===== config.mk =====
export PLATFORM = sky130hd
export DESIGN_NAME = fhcc_back
export DESIGN_NICKNAME = d
export VERILOG_FILES = /design/src/rtl/core/fhcc_pkg.sv /design/src/rtl/core/fhcc_back.sv
export SDC_FILE = /design/constraint.sdc
export NUM_CORES = 1
export LEC_CHECK = 0
export BUFFER_PORTS_ARGS = -buffer_cell sky130_fd_sc_hd__buf_2
export CAP_MARGIN = 20
export CELL_PAD_IN_SITES_DETAIL_PLACEMENT = 1
export CELL_PAD_IN_SITES_GLOBAL_PLACEMENT = 2
export CORE_AREA = 3 3 156 158
export DETAILED_ROUTE_END_ITERATION = 16
export DIE_AREA = 0 0 159 161
export GPL_TIMING_DRIVEN = 0
export PLACE_DENSITY = 0.78
export SLEW_MARGIN = 20
export SYNTH_ARGS = -nofsm -noshare
export SYNTH_HDL_FRONTEND = slang
export SYNTH_SLANG_ARGS = --single-unit

===== constraint.sdc =====
create_clock -name clk -period 3 [get_ports clk]
set_input_delay 0.15 -clock clk [delete_from_list [all_inputs] [get_ports clk]]
set_output_delay 0.15 -clock clk [all_outputs]
set_load 0.01 [all_outputs]

===== src/rtl/core/fhcc_pkg.sv =====
`default_nettype none
package fhcc_pkg;

    localparam int CNT_W = 17;

    localparam logic [CNT_W-1:0] HDR_BYTES  = 17'd12;
    localparam logic [CNT_W-1:0] SEQ_END    = 17'd6;
    localparam logic [CNT_W-1:0] LEN_END    = 17'd8;
    localparam logic [CNT_W-1:0] SYNC_END   = 17'd4;
    localparam logic [CNT_W-1:0] COUNT_SAT  = 17'd65548;

    localparam logic [31:0] CRC_POLY = 32'hEDB88320;
    localparam logic [31:0] CRC_ONES = 32'hFFFFFFFF;
    localparam logic [7:0]  SYNC_EVEN = 8'hAA;
    localparam logic [7:0]  SYNC_ODD  = 8'h55;

    // queue between byte classification and crc/verdict logic
    localparam int QUEUE_DEPTH = 2;
    localparam int QUEUE_PTR_W = 1;
    localparam int QUEUE_CNT_W = 2;

    typedef enum logic [1:0] {
        VERDICT_OK        = 2'd0,
        VERDICT_HDR_SHORT = 2'd1,
        VERDICT_PAY_SHORT = 2'd2,
        VERDICT_CRC_BAD   = 2'd3
    } verdict_t;

    typedef enum logic [2:0] {
        KIND_NONE,
        KIND_SYNC,
        KIND_SEQ,
        KIND_LEN,
        KIND_RCRC
    } byte_kind_t;

    typedef struct packed {
        logic [7:0] data_byte;
        logic       frame_end;
    } in_beat_t;

    typedef struct packed {
        verdict_t    verdict;
        logic        sync_ok;
        logic [15:0] sequence_res;
        logic [15:0] payload_length;
    } out_beat_t;

    // one classified byte on its way to the back end
    typedef struct packed {
        logic [7:0] data_byte;
        byte_kind_t kind;
        logic       crc_en;
        logic       sync_bad;
        logic       last;
        logic       hdr_short;
        logic       pay_short;
        logic       have_seq;
        logic       have_len;
    } op_t;

    // reflected crc-32, one byte
    function automatic logic [31:0] crc_byte(input logic [31:0] crc_in,
                                             input logic [7:0]  b);
        logic [31:0] c;
        c = crc_in ^ {24'd0, b};
        for (int k = 0; k < 8; k++) begin
            c = c[0] ? ((c >> 1) ^ CRC_POLY) : (c >> 1);
        end
        return c;
    endfunction

endpackage
`default_nettype wire


===== src/rtl/core/fhcc_back.sv =====
`default_nettype none
module fhcc_back (
    input  wire logic          clk,
    input  wire logic          rst_n,
    input  wire logic          op_valid,
    output logic               op_ready,
    input  wire fhcc_pkg::op_t op,
    output logic               result_valid,
    input  wire logic          result_ready,
    output fhcc_pkg::out_beat_t result_beat
);
    import fhcc_pkg::*;

    logic [31:0] crc_reg, crc_next;
    logic [31:0] rcrc_reg, rcrc_next;
    logic [15:0] seq_reg, seq_next;
    logic [15:0] len_reg, len_next;
    logic        sync_reg, sync_next;
    logic        out_valid_reg;
    out_beat_t   out_reg, out_next;
    logic        pop;

    assign op_ready     = !op.last || !out_valid_reg || result_ready;
    assign pop          = op_valid && op_ready;
    assign result_valid = out_valid_reg;
    assign result_beat  = out_reg;

    always_comb
    begin
        sync_next = sync_reg && !op.sync_bad;
        seq_next  = (op.kind == KIND_SEQ)  ? {seq_reg[7:0], op.data_byte}   : seq_reg;
        len_next  = (op.kind == KIND_LEN)  ? {len_reg[7:0], op.data_byte}   : len_reg;
        rcrc_next = (op.kind == KIND_RCRC) ? {rcrc_reg[23:0], op.data_byte} : rcrc_reg;
        crc_next  = op.crc_en ? crc_byte(crc_reg, op.data_byte) : crc_reg;

        if (op.hdr_short) begin
            out_next.verdict = VERDICT_HDR_SHORT;
        end else if (op.pay_short) begin
            out_next.verdict = VERDICT_PAY_SHORT;
        end else if ((crc_next ^ CRC_ONES) != rcrc_next) begin
            out_next.verdict = VERDICT_CRC_BAD;
        end else begin
            out_next.verdict = VERDICT_OK;
        end
        out_next.sync_ok        = !op.hdr_short && sync_next;
        out_next.sequence_res   = op.have_seq ? seq_next : 16'd0;
        out_next.payload_length = op.have_len ? len_next : 16'd0;
    end

    always_ff @(posedge clk or negedge rst_n)
    begin
        if (!rst_n) begin
            crc_reg       <= CRC_ONES;
            rcrc_reg      <= '0;
            seq_reg       <= '0;
            len_reg       <= '0;
            sync_reg      <= 1'b1;
            out_valid_reg <= 1'b0;
        end else begin
            if (pop) begin
                if (op.last) begin
                    crc_reg  <= CRC_ONES;
                    rcrc_reg <= '0;
                    seq_reg  <= '0;
                    len_reg  <= '0;
                    sync_reg <= 1'b1;
                end else begin
                    crc_reg  <= crc_next;
                    rcrc_reg <= rcrc_next;
                    seq_reg  <= seq_next;
                    len_reg  <= len_next;
                    sync_reg <= sync_next;
                end
            end
            if (pop && op.last) begin
                out_valid_reg <= 1'b1;
            end else if (result_ready) begin
                out_valid_reg <= 1'b0;
            end
        end
    end

    always_ff @(posedge clk)
    begin
        if (pop && op.last) begin
            out_reg <= out_next;
        end
    end

    a_crc_rearm: assert property (@(posedge clk) disable iff (!rst_n)
        pop && op.last |=> crc_reg == CRC_ONES && sync_reg)
        else $error("crc state not rearmed after frame end");

    a_no_overrun: assert property (@(posedge clk) disable iff (!rst_n)
        out_valid_reg && !result_ready |-> !(pop && op.last))
        else $error("verdict overwritten before it was taken");

endmodule
`default_nettype wire


; After elaboration in Yosys (flattened, before gate mapping)
; Index checks and enable logic that the tools add are counted.
[op_classes]
eq_ne = 4
muxes = 21
n_bitwise = 10
n_reduce_logical = 11
[op_table]
columns = cell, n
row1 = two-way mux 32 bit, 12
row2 = inverter 13 -> 14 bit, 8
row3 = two-way mux 16 bit, 4
row4 = != test 32 bit, 1
row5 = inverter 32 bit, 1
row6 = XOR 32 x 8 -> 32 bit, 1
row7 = == test 3 x 2 -> 1 bit (second input constant), 2
row8 = logical AND 1 bit, 4
row9 = zero test 1 bit, 4
row10 = two-way mux 2 bit, 2
row11 = == test 3 bit (second input constant), 1
row12 = two-way mux 1 bit, 3
row13 = logical OR 1 bit, 2
row14 = nonzero test 2 bit, 1
[word_totals]
reg_bits = 133
input_bits = 22
output_inout_bits = 37
wordCells = 56

; Depth between registers and ports, before layout
[logic_depth]
ltp_word = 22
depth_mapped = 11
depth_no_buf = 8

; Worst setup path before layout
; OpenSTA, ideal clock, no wires.
[synth_timing]
kind = register to register
start = register crc_reg[3]
end = register out_reg, in the netlist result_beat[34] (data pin)
setup_ns = 0.267
arrival_ns = 2.799
required_time_ns = 2.733
setup_slack_ns = -0.066
path_stages_with_launch = 10
n_path_buf = 1
period_less_slack_ns = 3.066
path_cell_list = dfstp_2 clkbuf_2 xor2_1 xnor2_2 xnor2_2 xor3_1 nor4_1 o2111ai_1 a2111oi_2 a21oi_1
[synth_via]
elab_chain_cells = 17
word_cells_on_any_way = 18
classes_between = eq/ne: 1 / mux: 11 / bitwise: 6
[synth_rtl]
columns = element, line
row1 = "start, declared", fhcc_back.sv:14  ; logic [31:0] crc_reg, crc_next;
row2 = "start signal, assigned", fhcc_back.sv:68  ; crc_reg <= crc_next;
row3 = XOR 32 x 8 -> 32 bit, fhcc_pkg.sv:66  ; c = crc_in ^ {24'd0, b};
row4 = two-way mux 32 bit (4 in a row), fhcc_pkg.sv:68  ; c = c[0] ? ((c >> 1) ^ CRC_POLY) : (c >> 1);
row5 = two-way mux 32 bit / inverter 13 -> 14 bit (equally long branches), n/a
row6 = inverter 13 -> 14 bit (no source line) / two-way mux 32 bit (equally long branches), n/a
row7 = two-way mux 32 bit / inverter 13 -> 14 bit (equally long branches), n/a
row8 = inverter 13 -> 14 bit (no source line) / two-way mux 32 bit (equally long branches), n/a
row9 = two-way mux 32 bit, fhcc_pkg.sv:68
row10 = inverter 13 -> 14 bit (no source line), n/a
row11 = two-way mux 32 bit, fhcc_pkg.sv:68
row12 = two-way mux 32 bit (*), fhcc_back.sv:34  ; crc_next = op.crc_en ? crc_byte(crc_reg, op.data_byte) : crc_reg;
row13 = inverter 32 bit (no source line) (*), n/a
row14 = != test 32 bit (*), fhcc_back.sv:40  ; end else if ((crc_next ^ CRC_ONES) != rcrc_next) begin
row15 = two-way mux 2 bit (*), fhcc_back.sv:40
row16 = two-way mux 2 bit (*), fhcc_back.sv:38  ; end else if (op.pay_short) begin
row17 = "end signal, assigned", fhcc_back.sv:86  ; out_reg <= out_next;
row18 = "end, declared", fhcc_back.sv:20  ; out_beat_t out_reg, out_next;
; Mark *: on every way between the ends. The rest lies on a longest branch, timed or not.
; A chain may end at the register's enable or synchronous reset.

; Worst setup path in the final report
[layout_timing]
start = register crc_reg[6]
end = register out_reg, in the netlist result_beat[33] (data pin)
[layout_via]
elab_chain_cells = 16
[layout_rtl]
columns = element, line
row1 = XOR 32 x 8 -> 32 bit, fhcc_pkg.sv:66
row2 = inverter 13 -> 14 bit (no source line), n/a
row3 = two-way mux 32 bit (7 in a row), fhcc_pkg.sv:68
row4 = inverter 13 -> 14 bit (no source line), n/a
row5 = two-way mux 32 bit, fhcc_pkg.sv:68
row6 = two-way mux 32 bit (*), fhcc_back.sv:34
row7 = inverter 32 bit (no source line) (*), n/a
row8 = != test 32 bit (*), fhcc_back.sv:40
row9 = two-way mux 2 bit (*), fhcc_back.sv:40
row10 = two-way mux 2 bit (*), fhcc_back.sv:38
; Marks and branches as above.

==> summary.txt <==
Outcome
  – Status: finished, violations left
  – Failing checks: setup timing

Placed design
  – Cell Area, Placed: 8952 um2
  – Buffers on Ports: 51
  – GP Congestion: ~0.88
  – Placed cells: 1177
  – Pre-CTS setup slack: -565.2 ps
  – Dpl hpwl: 19060 um

Cells and area
  – Most frequent cells in the layout: nand2_1, o21ai_0, dfrtp_1, a21boi_0, buf_2
  – Commonest non-fill, non-tap cell in the layout: nand2_1
  – Area growth syn-to-layout: 24.84%
  – Max reg flops: 35
  – Fin area: 10260 um2
  – ANT cells: 0
  – Share of post-route cells with drive strength above 1: 0.2441
  – Fin cells: 1257
  – Fillcell total: 2611
  – Final net count: 947

CTS
  – H-tree Lvls: 4
  – TritonCTS clock tree: built
  – Maximum buffer depth of the clock tree: 2
  – CTS buffer count: 17
  – CTS sink count: 133
  – CTS root buf: clkbuf_16
  – Clk Latency, worst-skew pair: 430 ps
  – Clk slew on worst S/H paths: 70 ps

Logic synthesis
  – Ranking of synthesized cells by area: dfrtp_1, edfxtp_1, dfstp_2
  – Post-Syn Area per Cell: between 10 and 15 um2
  – Synth area leader: dfrtp_1
  – #FFs+latches synth: 133
  – Mapped Area: 8217 um2
  – Synth Flop Type: dfrtp_1
  – YS warnings: 0
  – Async S/R FF share, synth: 0.7368
  – EDFF count, synth: 35
  – Synth Net Count: 827
  – Register area share after synthesis: 0.4314
  – Distinct cells, synth: 59
  – Top cell type's share of synthesized area: 0.1980
  – Post-Synthesis Cells: 805

STA
  – RSZ-0062 raised after global routing: yes
  – Tcrit/Tclk final: 1.024
  – Fmax: 325.5 MHz
  – Worst-Margin Slew: 874.8 ps
  – Max_slew headroom: 0.4168
  – Setup TNS: -130.2 ps
  – Final setup viols: 2
  – Min Clock Period, post-route: 3072 ps
  – Max Slew Vio Count: 0
  – Clock skew: approximately 12 ps
  – Crit path setup slack, layout: -71.89 ps
  – Final hold violation count: 0

Pwr
  – PD cells: 1183 nW/um2
  – Static Leak: 4.181 nW
  – Tot Pwr: 0.01214 W
  – VDD IR-drop max: approximately 0.57 mV

Die
  – Core box area: between 20000 and 25000 um2
  – Die footprint: approximately 26000 um2
  – Die height: 161 um
  – Die X: 159 um
  – Top Ports: just under 60
  – Placement row count: 56
  – Starting density of the core: 0.3532

Global route
  – M1 GR Usage: 0.3090
  – Total grt overflow: 0
  – First-pass GRT wire length: 43040 um
  – Total GRT Usage: 0.2188
  – Met2 GRT Util: 0.3493
  – Number of global-route vias before repair: slightly above 7000
  – Met3 global-route usage: 0.03796
  – Initial antenna violation count: 0
  – Pin count of the biggest net entering global routing: between 60 and 70
  – Busiest grt layer: met2

Worst setup path
  – CP Max Fanout: 4
  – Reg2reg start: crc_reg[6]$_DFFE_PN1P_
  – CP arrival: about 3300 ps
  – Critical path capture point type: flip-flop
  – Critical Path Source: crc_reg[6]$_DFFE_PN1P_
  – CP required: 3180 ps
  – CP Launch Type: flip-flop
  – CP Class: reg2reg

Drt
  – DRT Pass-1 Iters: 5
  – Via Count: 6793
  – DRT iter0 DRCs: 511
  – Total wire length: 28150 um
  – DRC Markers: 0
  – Routed length per placed instance: 22.40 um
  – Antenna Nets Post-Route: 0
  – Vias per cell: approximately 5.4

Flow run
  – Max Cap Violations: 0

Hold path
  – Worst hold path class: in2reg
  – HP Start: result_ready
[where the power goes]
group / switching, W / total, W / internal, W
registers: 0.000497 / 0.00287 / 0.00237
logic: 0.00329 / 0.00713 / 0.00384
clock network: 0.000959 / 0.00214 / 0.00118
[worst paths after layout]
| kind | end | slack [ps] | cells past startpoint |
|---|---|---|---|
| min in group asynchronous | rcrc_reg[29]$_DFFE_PN0P_ | 210 | 2 |
| worst max-delay path | result_beat[33]$_SDFFCE_PP1P_ | -70 | 10 |
| worst max register to register | result_beat[33]$_SDFFCE_PP1P_ | -70 | 10 |
| max in group asynchronous | crc_reg[6]$_DFFE_PN1P_ | 2090 | 3 |
| worst min-delay path | result_valid$_DFFE_PN0P_ | 6 | 3 |
| worst min register to register | len_reg[14]$_DFFE_PN0P_ | 480 | 2 |
[per-stage QoR]
step,hold WS (ps),util
floorplan,-145.6,-
detailed placement,79.75,0.3848
global route,20.70,0.4409
global placement,441.1,0.3817
CTS,0.2394,0.4312
finish,5.789,0.4409
[timing repair]
action	in CTS	in global routing
setup endpoints to repair	2	2
endpoints found under the hold margin	33	0
cloned	0	0
pin swaps	22	23
hold buffers	1	0
resized for setup	25	13
setup buffers	33	16
[cells by family (layout without fill, tap and decap cells)]
group / after synthesis / in the layout / synth area share
DFF: 133 / 133 / 0.4314
and+or+nand+nor: 212 / 212 / 0.1074
buffers and inverters: 65 / 198 / 0.03457
AOI/OAI and AO/OA: 248 / 248 / 0.1955
xor gates and xnor gates: 111 / 111 / 0.1867
muxes: 36 / 36 / 0.04446
[cells in the mapped netlist (6+ instances only)]
master and count:
a21boi_0 62, a21oi_1 40, a22o_1 7, a22oi_1 31, buf_2 9, clkbuf_1 45, dfrtp_1 65, dfstp_2 33
edfxtp_1 35, inv_1 6, mux2i_1 32, nand2_1 139, nor2_1 42, nor3_1 8, o21ai_0 67, o22ai_1 17
xnor2_1 51, xnor2_4 8, xnor3_1 12, xor2_1 22
[per-layer routing]
metal  wire length (um)  vias up
met5                  0        -
met4                684        0
met3                928       45
met2              13170      162
met1              13370     3494
li1                   -     3092
[worst max-delay path: stages (launching register included)]
cell,delay (ps)
dfstp_2,610
xnor2_4,160
xnor2_4,320
buf_12,150
xnor3_1,240
a211o_1,320
a22oi_1,270
nand4_1,200
a2111oi_4,290
buf_4,180
o21bai_1,70
[layout make-up]
cell class,count,area (um2),area share
Sequential cell,133,3545,0.3456
Buffer,57,252.7,0.02464
Inverter,6,22.52,0.002196
Multi-Input combinational cell,607,4664,0.4547
Clock inverter,15,160.2,0.01561
Tap cell,319,399.1,0.03891
Clock buffer,17,425.4,0.04147
Timing Repair Buffer,103,788.3,0.07685
No activity file was read; power rests on OpenSTA's default activity.
